[config.mk]
export PLATFORM = sky130hd
export DESIGN_NAME = rfuth_div
export DESIGN_NICKNAME = d
export VERILOG_FILES = /design/src/rfuth_pkg.sv /design/src/rfuth_div.sv
export SDC_FILE = /design/constraint.sdc
export NUM_CORES = 1
export LEC_CHECK = 0
export ABC_AREA = 0
export BUFFER_PORTS_ARGS = -buffer_cell sky130_fd_sc_hd__buf_2
export CORE_MARGIN = 1
export CORE_UTILIZATION = 25
export CTS_CLUSTER_DIAMETER = 50
export DETAILED_ROUTE_END_ITERATION = 7
export PLACE_DENSITY = 0.48
export SLEW_MARGIN = 10
export SYNTH_ARGS = -nofsm -noshare
export SYNTH_HDL_FRONTEND = slang
export SYNTH_SLANG_ARGS = --single-unit
[constraint.sdc]
create_clock -name clk -period 3.07 [get_ports clk]
set_clock_uncertainty 0.2 [all_clocks]
set_input_delay 0.1535 -clock clk [delete_from_list [all_inputs] [get_ports clk]]
set_output_delay 0.1535 -clock clk [all_outputs]
set_load 0.01 [all_outputs]
[src/rfuth_pkg.sv]
// ---------------------------------------------------------------------------
// rfuth_pkg
// Shared constants, codes and types of the RF-unwrapped timing histogrammer.
// ---------------------------------------------------------------------------
package rfuth_pkg;

  localparam int POSITIONS_DEF = 16;
  localparam int CORES_DEF     = 4;

  localparam int TIME_BINS  = 32768;
  localparam int RF_BINS    = 4096;
  localparam int COUNT_BITS = 32;

  localparam int TB_W  = $clog2(TIME_BINS);
  localparam int RB_W  = $clog2(RF_BINS);
  localparam int PER_W = 12;
  localparam int PH_W  = 13;
  localparam int SH_W  = 15;
  localparam int DVD_W = 25;

  typedef enum logic [1:0] {
    OP_ACC     = 2'd0,
    OP_RD_TIME = 2'd1,
    OP_RD_RF   = 2'd2,
    OP_NOP     = 2'd3
  } opcode_t;

  typedef enum logic [1:0] {
    REG_RF_PERIOD    = 2'd0,
    REG_PHASE_OFFSET = 2'd1,
    REG_CFD_SHIFT    = 2'd2,
    REG_NONE         = 2'd3
  } reg_idx_t;

  typedef struct packed {
    logic t_rd;
    logic t_wr;
    logic r_rd;
    logic r_wr;
  } hist_req_t;

  function automatic int ch_width(input int n);
    return (n > 1) ? $clog2(n) : 1;
  endfunction

endpackage

[src/rfuth_div.sv]
// ---------------------------------------------------------------------------
// rfuth_div
// Restoring remainder unit, one dividend bit per cycle.
// ---------------------------------------------------------------------------
module rfuth_div (
  input  logic                            clk,
  input  logic                            rst_n,
  input  logic                            start,
  input  logic [rfuth_pkg::DVD_W-1:0]     dividend,
  input  logic [rfuth_pkg::PER_W-1:0]     divisor,
  output logic                            done,
  output logic [rfuth_pkg::PER_W-1:0]     remainder
);
  import rfuth_pkg::*;

  localparam int CNT_W = $clog2(DVD_W);

  logic              run_r;
  logic              done_r;
  logic [CNT_W-1:0]  cnt_r;
  logic [DVD_W-1:0]  dvd_r;
  logic [PER_W-1:0]  div_r;
  logic [PER_W-1:0]  rem_r;
  logic [PER_W:0]    shifted;
  logic [PER_W-1:0]  rem_nxt;

  always_comb begin
    shifted = {rem_r, dvd_r[DVD_W-1]};
    if (shifted >= {1'b0, div_r}) begin
      rem_nxt = PER_W'(shifted - {1'b0, div_r});
    end else begin
      rem_nxt = PER_W'(shifted);
    end
  end

  always_ff @(posedge clk) begin
    if (!rst_n) begin
      run_r  <= 1'b0;
      done_r <= 1'b0;
      cnt_r  <= '0;
    end else begin
      done_r <= 1'b0;
      if (start) begin
        run_r <= 1'b1;
        cnt_r <= CNT_W'(DVD_W - 1);
      end else if (run_r) begin
        cnt_r <= cnt_r - 1'b1;
        if (cnt_r == '0) begin
          run_r  <= 1'b0;
          done_r <= 1'b1;
        end
      end
    end
  end

  always_ff @(posedge clk) begin
    if (start) begin
      dvd_r <= dividend;
      div_r <= divisor;
      rem_r <= '0;
    end else if (run_r) begin
      dvd_r <= {dvd_r[DVD_W-2:0], 1'b0};
      rem_r <= rem_nxt;
    end
  end

  assign done      = done_r;
  assign remainder = rem_r;

endmodule

==> results.md, run 1 <==
* Status: completed
* WP depth at 10
* I/O pins at 53
* Max incr delay on CP at approximately 0.46 ns
* CTS tree: done
* Hold crit path type: reg -> reg
* Setup CP Type: reg -> reg
* CP dominant cell by count: inv_1
* Worst-Margin Slew at between 0.6 and 0.7 ns
* MaxCap Viol Count at 0
* GR Util met1 at approximately 14%
* Routed WL at between 5 and 6 mm
* Via count at between 2,000 and 2,500
* Seq cells post-synth at between 50 and 60
* Setup TNS at 0 ns
* Iteration-0 DRC count of the detailed router at 86
* Normalized max-slew margin at between 50% and 60%
* Endpoints failing setup at 0
* Final instance area at 3810 um^2
* Number of global-route vias before repair at slightly above 2,000
* GP Congestion at approximately 0.76
* CP Cell Sequence: inv_1 -> ha_1 -> inv_1 -> fa_1 -> a211oi_1 -> o21bai_1 -> a2111oi_1 -> a21oi_1 -> xnor2_1 -> o221ai_1
* Area share of the largest cell type after synthesis at 39.2%
* Antenna-violating nets left at 0
* Synthesis Warnings at 0
* Clock buffer depth at 2
* Final Hold Fails at 0
* Number of flops mapped to enable cells by yosys at 37
* Fin crit share at between 90% and 100%
* Synth area leaders: edfxtp_1 (39%), dfxtp_1 (13%), mux2_2 (9.5%)
* Seq/Total Area, Yosys at 52.7%
* Syn nets at approximately 290
* Initial antenna violation count at 0
* Post-synth top area cell: edfxtp_1
* Area grow syn2layout at 34.4%
* Die width at between 100 and 150 um
* R2R depth at 10
* Largest net degree at the start of global routing at 33
* H-tree levels at 2
* Core Rows at 38
* First-pass GRT wire length at ~10 mm
* Global routing's busiest layer: met2
* Most used DFF post-synth: edfxtp_1
* Drt drc at 0
* Clk slew on worst S/H paths at roughly 0.07 ns
* Worst skew pair latency at approximately 0.30 ns
* Iteration count of the initial detailed-routing pass at 4
* Buf/Inv on CP at 2
* Synth Cell Area at 2830 um^2
* Post-CTS Setup Bufs at 0
* Clock root buffer: clkbuf_16
* PD cells at 524 nW/um^2
* Die Y at roughly 110 um
* Fin nets at 384
* Fraction of layout cells with a size suffix above 1 at between 20 and 30%
* Wire per inst at approximately 13 um
* RSZ-0062 raised after global routing: false
* Finished Core Util at roughly a third
* Count of cell types in the netlist at 51
* Fillers at 1,085
* Commonest non-fill, non-tap cells in the layout: buf_2 (52), dlygate4sd3_1 (39), edfxtp_1 (37)
* Worst Path Arrival at ~2.8 ns
* Post-detail-place hpwl at 4.08 mm
* Post-synth ARST share at 0%
* Fmax at 0.352 GHz
* CP top delay family: compound AO/OA/AOI/OAI gates
* Commonest non-fill, non-tap cell in the layout: buf_2
* Multi-input gate area at between 1000 and 1500 um^2
* Sinks on Clock Net at between 50 and 60
* Worst EP required at just over 3 ns
* Grt total ovfl at 0
* Met3 GRT Util at under 10%
* Placement Cell Area at between 3000 and 4000 um^2
* Core ar. at about 11,000 um^2
* TritonCTS Buffers at 5
* Crit end category: flip-flop
* Hold path depth at 2
* Period minus WS final at 2.84 ns
* I/O Buffers at 52
* Inserted Diodes at 0
* CP Max Fanout at 3
* Mapped Cells at ~240
* Max rail drop VDD at roughly 0.00024 V
* Die Area at about 12,000 um^2
* Initial core utilization at approximately a quarter
* Final Slew Violations at 0
* Critical Path Source Type: flip-flop
* Slowest-stage cell, CP: a2111oi_1
* Mean Syn Cell Area at approximately 12 um^2
* Leak at ~1.5 nW
* Vias per cell at ~4.4
* Total track usage at 10.7%
* Area of all sequential standard cells at 1490 um^2
* Grt met2 use at 17.6%
==> cell type report <==
class	count	area share, %
Inverter	17	1.68
Multi-Input combinational cell	156	32.3
Timing Repair Buffer	94	17.7
Tap cell	140	4.60
Sequential cell	56	39.2
Clock inverter	3	1.25
Clock buffer	5	3.29
==> logic make-up (layout without fill, tap and decap cells) <==
| family | after synthesis | after routing | share of synthesized area [%] |
|---|---|---|---|
| fa+ha+maj | 14 | 14 | 6.45 |
| buf+inv | 26 | 119 | 3.97 |
| mux | 25 | 25 | 9.89 |
| flops | 56 | 56 | 52.7 |
| simple gates | 58 | 58 | 9.59 |
| compound gates | 47 | 47 | 13.7 |
| xor+xnor | 12 | 12 | 3.71 |
==> cells in the mapped netlist (2+ instances only) <==
master and n:
nand2b_1 4, nor3_1 2, a311oi_1 5, dfxtp_1 19
nor2_1 17, inv_1 16, edfxtp_1 37, o21bai_1 2
nand2_1 18, a211o_1 2, a21boi_0 3, o21ai_0 6
a311oi_2 3, a211oi_1 3, buf_6 2, mux2_2 24
and2_1 3, a311o_1 2, xor2_1 3, nand3_1 3
o221ai_1 2, a21o_1 3, ha_1 13, nand4_1 3
xnor2_1 9, clkbuf_1 6, a21oi_1 4
==> timing repair <==
item	CTS	global route
hold buffers	39	0
gates resized for setup	0	1
endpoints found under the setup margin	0	1
hold endpoints to repair	43	0
==> worst paths after layout <==
kind / start / endpoint / slack, ns
setup / recovery: dvd_r[24] / remainder[8] / 0.23
hold / removal: cnt_r[1] / cnt_r[1] / 0.30
setup reg to reg: dvd_r[24] / remainder[8] / 0.23
hold reg to reg: cnt_r[1] / cnt_r[1] / 0.30
==> sequential cells by signal, indices dropped and copies added (netlist names) <==
register,cells
dvd_r,25
cnt_r,5
remainder,12
run_r,1
div_r,12
done,1
==> per-layer routing <==
layer  share of wire (%)  vias to the layer above
met5                   0                        -
li1                    -                     1059
met2                  47                       41
met4                0.42                        0
met1                  49                      986
met3                 4.2                        2
==> power breakdown <==
group,internal [mW],switching (mW)
sequential,0.883,0.0335
combinational,0.202,0.206
clock,0.389,0.282
total,1.47,0.522
==> tightest hold or removal path, delay by kind of cell, from the launching register on <==
family,cells,cell delay [ns]
flops,1,0.32
simple gates,1,0.08
compound gates,1,0.05
==> stage by stage <==
stage | total power [mW] | setup slack, ns | std cells | hold slack [ns]
finish | 2.00 | 0.226 | 471 | 0.297
global route | 2.11 | 0.0489 | 471 | 0.305
CTS | 2.03 | 0.305 | 471 | 0.299
detailed placement | 1.31 | 0.352 | 424 | 0.132
global placement | 1.30 | 0.343 | 424 | 0.130
floorplan | 1.21 | 0.508 | 238 | 0.0524
Power figures use the tool's default switching activity.
==> run 2: changes to the inputs <==
--- a/config.mk
+++ b/config.mk
@@ -5,8 +5,9 @@
 export SDC_FILE = /design/constraint.sdc
 export NUM_CORES = 1
 export LEC_CHECK = 0
-export ABC_AREA = 0
+export ABC_AREA = 1
 export BUFFER_PORTS_ARGS = -buffer_cell sky130_fd_sc_hd__buf_2
+export CAP_MARGIN = 30
 export CORE_MARGIN = 1
 export CORE_UTILIZATION = 25
 export CTS_CLUSTER_DIAMETER = 50
==> results.md, run 2 <==
* Status: completed
* Seq cells post-synth at 56
* Internal power at ~1.3 mW
* Die width at about 110 um
* Largest net degree at the start of global routing at 32
* Drt drc at 0
* Fin crit share at 76.6%
* Leak at 2.01 nW
* Inserted Diodes at 0
* Metal-1 WL at around 3.4 mm
* Wire per inst at about 12 um
* Worst skew pair latency at approximately 0.30 ns
* Post-detail-place hpwl at around 5.3 mm
* Clock buffer depth at 2
* Largest reg by FF count: dvd_r
* Area share of the largest cell type after synthesis at 35.9%
* Commonest non-fill, non-tap cells in the layout: nand2_1 (161), inv_1 (57), buf_2 (52)
* Finished Core Util at 33.8%
* Commonest non-fill, non-tap cell in the layout: nand2_1
* Total track usage at 12.6%
* Number of global-route vias before repair at roughly 2,700
* Grt total ovfl at 0
* Max incr delay on CP at between 0.3 and 0.4 ns
* PD cells at around 420 nW/um^2
* Mapped Cells at 393
* Hold crit path type: in -> reg
* Worst Path Arrival at 2.38 ns
* CP Cell Sequence: inv_1 -> ha_1 -> nand2_1 -> nand2_1 -> nand2_1 -> nand3_2 -> nand2_2 -> nand3_2 -> nand2_1 -> nand2_1 -> o21ai_1
* Iteration count of the initial detailed-routing pass at 4
* Count of cell types in the netlist at 31
* Max rail drop VDD at around 0.00018 V
* RSZ-0062 raised after global routing: false
* Area grow syn2layout at 31.5%
* GP Congestion at around 0.82
* Core ar. at 12,100 um^2
* DR WL met3 at just over 300 um
* CP top delay family: simple AND/OR/NAND/NOR gates
* I/O Buffers at 52
* Post-CTS Setup Bufs at 0
* Fraction of layout cells with a size suffix above 1 at between 10% and 20%
* Combinational share of power at between 10% and 20%
* Vias per cell at between 4 and 5
* Initial antenna violation count at 0
* Switching power at around 0.44 mW
* Setup CP Type: reg -> reg
* Fillers at 1,312
* Final Slew Violations at 0
* Synthesis Warnings at 0
* Fmax at 0.425 GHz
* CP dominant cell by count: nand2_1
* Clk slew on worst S/H paths at ~0.07 ns
* I/O pins at between 50 and 60
* TritonCTS Buffers at 5
* Synth area leaders: edfxtp_1 (36%), nand2_1 (20%), dfxtp_1 (12%)
* Syn nets at roughly 450
* Number of flops mapped to enable cells by yosys at 37
* Worst-Margin Slew at roughly 0.88 ns
* Core Rows at 40
* Clock root buffer: clkbuf_16
* Synth Cell Area at around 3100 um^2
* Initial core utilization at between 20% and 30%
* CP Max Fanout at 13
* Crit end category: flip-flop
* Most numerous cell in the Yosys netlist: nand2_1
* Routed met2 length at 3.63 mm
* Power share of the clock group at 34.3%
* Post-synth top area cell: edfxtp_1
* Sw Ratio at between 20% and 30%
* Die Y at roughly 110 um
* Iteration-0 DRC count of the detailed router at roughly 110
* Buf/Inv on CP at 1
* CTS tree: done
* First-pass GRT wire length at 12.6 mm
* H-tree levels at 2
* Post-synth ARST share at 0%
* Most used DFF post-synth: edfxtp_1
* Slowest-stage cell, CP: edfxtp_1
* Setup TNS at 0 ns
* Sequential fraction of design power at 51.3%
* Mean Syn Cell Area at 7.88 um^2
* Max layer used: met4
* Worst EP required at ~3.1 ns
* Via count at around 2,700
* Routed WL at about 7.5 mm
* Sinks on Clock Net at 56
* MaxCap Viol Count at 0
* Die Area at ~13,000 um^2
* Endpoints failing setup at 0
* Antenna-violating nets left at 0
* Top post-synthesis cells by count: nand2_1 (161), inv_1 (57), edfxtp_1 (37)
* Normalized max-slew margin at ~40%
* Number of flip-flops in the largest register at 25
* Fin nets at 537
* Seq/Total Area, Yosys at between 40% and 50%
* Period minus WS final at around 2.4 ns
* Final Hold Fails at 0
* Critical Path Source Type: flip-flop
==> run 2: metrics by stage <==
stage	total power, mW	area, um^2	setup slack [ns]	instances	hold slack [ns]
4_1_cts	1.75	4070	0.751	652	0.0716
2_1_floorplan	1.04	3100	1.14	393	0.0524
5_1_grt	1.83	4070	0.521	652	0.0803
3_5_place_dp	1.12	3550	0.772	606	0.132
6_report	1.73	4070	0.720	652	0.0742
3_3_place_gp	1.12	3550	0.829	606	0.131
==> run 2: timing repair <==
item | in CTS | in global routing
hold buffers | 38 | 0
gates resized for setup | 0 | 0
endpoints found under the hold margin | 42 | 0
==> run 2: path summary, 6_finish.rpt <==
kind | to | slack [ns] | cells past startpoint | from
hold reg to reg | cnt_r[0] | 0.27 | 2 | cnt_r[0]
setup / recovery | remainder[2] | 0.72 | 11 | div_r[2]
setup reg to reg | remainder[2] | 0.72 | 11 | div_r[2]
hold / removal | div_r[1] | 0.07 | 1 | start
==> run 2: cell type report <==
cell class | count | area (um^2) | share of cell area (%)
sequential | 56 | 1490 | 36.6
tap | 168 | 210 | 5.16
clock inverter | 2 | 16.3 | 0.400
inverter | 60 | 225 | 5.53
clock buffer | 6 | 129 | 3.17
timing repair buffer | 95 | 678 | 16.7
multi-input combinational | 265 | 1320 | 32.5
==> run 2: cells by family after synthesis <==
logic type,share of synthesized area (%)
AO/OA/AOI/OAI,2.43
buffers and inverters,9.14
XOR/XNOR,1.70
adder cells (fa/ha/maj),5.90
AND/OR/NAND/NOR,32.7
flip-flops,48.2
==> run 2: power groups by stage <==
stage	registers (mW)	clock network [mW]	logic, mW
after global routing	0.894	0.646	0.287
after floorplan	0.899	0	0.144
after global placement	0.903	0	0.216
after CTS	0.887	0.613	0.254
final	0.886	0.592	0.251
after detailed placement	0.904	0	0.215
==> run 2: layer usage <==
metal | global-route usage, % | vias up
met2 | 21.7 | 67
li1 | - | 1422
met5 | 0 | -
met3 | 2.57 | 14
met4 | 5.00 | 0
met1 | 15.4 | 1202
==> run 3: changes to the inputs <==
==> constraint.sdc (replaced) <==
create_clock -name clk -period 2.37 [get_ports clk]
set_clock_uncertainty 0.2 [all_clocks]
set_input_delay 0.1185 -clock clk [delete_from_list [all_inputs] [get_ports clk]]
set_output_delay 0.1185 -clock clk [all_outputs]
set_load 0.01 [all_outputs]
==> results.md, run 3 (synthesis gave the netlist of run 2 again) <==
* Finished Core Util at around 34%
* Hold crit path type: in -> reg
* Worst-Margin Slew at around 0.34 ns
* H-tree levels at 2
* CTS tree: done
* Grt total ovfl at 0
* MaxCap Viol Count at 0
* Max incr delay on CP at roughly 0.39 ns
* Crit end category: flip-flop
* Post-detail-place hpwl at 5.27 mm
* Core Rows at 40
* Post-CTS Setup Bufs at 0
* Number of global-route vias before repair at about 2,700
* Fin crit share at 89.8%
* Fin nets at between 500 and 600
* Iteration count of the initial detailed-routing pass at 4
* Via count at 2,695
* Fraction of layout cells with a size suffix above 1 at roughly 18%
* Design Power at between 2 and 2.5 mW
* Initial antenna violation count at 0
* CP top delay family: simple AND/OR/NAND/NOR gates
* Fin cells at ~660
* Max rail drop VDD at around 0.00035 V
* Inserted Diodes at 0
* Die Y at around 110 um
* Drt drc at 0
* Final instance area at about 4200 um^2
* Sinks on Clock Net at 56
* Setup TNS at 0 ns
* Final Hold Fails at 0
* CP Max Fanout at 4
* Fmax at around 0.47 GHz
* TritonCTS Buffers at 5
* Leak at a little over 2 nW
* Number of flip-flops in the largest register at 25
* Clock buffer depth at 2
* GP Congestion at between 0.8 and 0.9
* Clk slew on worst S/H paths at roughly 0.07 ns
* Worst skew pair latency at 0.31 ns
* Clock root buffer: clkbuf_16
* Wire per inst at around 11 um
* Critical Path Source Type: flip-flop
* Largest reg by FF count: dvd_r
* Initial core utilization at 25.7%
* Placement Cell Area at around 3600 um^2
* I/O pins at 53
* Endpoints failing setup at 0
* Worst Path Arrival at roughly 2.1 ns
* Vias per cell at 4.11
* Area grow syn2layout at 34.2%
* First-pass GRT wire length at 13.0 mm
* Slowest-stage cell, CP: fa_2
* Core ar. at ~12,000 um^2
* Buf/Inv on CP at 2
* Setup CP Type: reg -> reg
* PD cells at roughly 600 nW/um^2
* Total track usage at between 10% and 20%
* Antenna-violating nets left at 0
* Iteration-0 DRC count of the detailed router at 128
* Die Area at roughly 13,000 um^2
* CP dominant cell by count: nand2_1
* RSZ-0062 raised after global routing: false
* Commonest non-fill, non-tap cell in the layout: nand2_1
* Status: completed
* Period minus WS final at 2.13 ns
* I/O Buffers at 52
* Routed WL at between 7 and 8 mm
* CP Cell Sequence: inv_1 -> ha_1 -> inv_1 -> fa_2 -> nand3_1 -> nand3_1 -> nand2_1 -> nand2_1 -> xnor2_1 -> nand2_1 -> nand3_1 -> nand2_1
* Largest net degree at the start of global routing at 32
* Placed insts at between 600 and 700
* Normalized max-slew margin at between 70% and 80%
* Die width at between 100 and 150 um
* Worst EP required at about 2.4 ns
* Final Slew Violations at 0
* Commonest non-fill, non-tap cells in the layout: nand2_1 (161), inv_1 (57), buf_2 (52)
[run 3: cell count changes in the layout (fill, tap and decap cells not counted)]
cell,previous run,this run
fa_1,1,0
bufinv_16,0,2
buf_4,5,9
fa_2,0,1
clkbuf_1,1,0
inv_6,0,1
clkinvlp_4,1,0
clkinv_4,1,0
[run 3: path summary, 6_finish.rpt]
check / start / to / slack, ns / cells after the start
worst max-delay path: dvd_r[24] / remainder[6] / 0.24 / 12
worst min register to register: cnt_r[0] / cnt_r[0] / 0.27 / 2
worst max register to register: dvd_r[24] / remainder[6] / 0.24 / 12
worst min-delay path: start / div_r[0] / 0.008 / 1
[run 3: power breakdown]
part / leakage, nW / internal, mW / total [mW] / switching, mW
registers: 0.529 / 1.12 / 1.15 / 0.0248
clock network: 0.0944 / 0.610 / 0.988 / 0.377
logic: 1.43 / 0.147 / 0.325 / 0.177
[run 3: area by class of cell]
type	count	area, um^2
Clock buffer	5	125
Sequential cell	56	1490
Timing Repair Buffer	99	708
Inverter	60	225
Fill cell	1239	7910
Clock inverter	3	68.8
Multi-Input combinational cell	265	1320
Tap cell	168	210
[run 3: metrics by stage]
| step | hold WS [ns] | setup WS, ns |
|---|---|---|
| CTS | 0.00527 | 0.168 |
| detailed placement | 0.0968 | 0.184 |
| floorplan | 0.0174 | 0.439 |
| global placement | 0.0965 | 0.165 |
| finish | 0.00763 | 0.242 |
| global route | 0.0103 | 0.0341 |
[run 3: repair_timing]
item | CTS | global route
hold buffers | 38 | 0
setup endpoints to repair | 0 | 2
endpoints found under the hold margin | 44 | 0
gates resized for setup | 0 | 1
[run 3: worst reg2reg max path, delay by kind of cell (launching register included)]
| kind | cells | cell delay, ns |
|---|---|---|
| xor gates and xnor gates | 1 | 0.14 |
| DFF | 1 | 0.37 |
| adders and majority gates | 2 | 0.53 |
| buffers and inverters | 2 | 0.18 |
| and+or+nand+nor | 7 | 0.60 |
[run 3: layer usage]
metal,GRT usage (%),routed length (um),up-vias
met3,2.68,342,8
met5,0,0,-
li1,-,-,1433
met2,22.9,3610,59
met4,6.75,144,0
met1,15.5,3420,1195
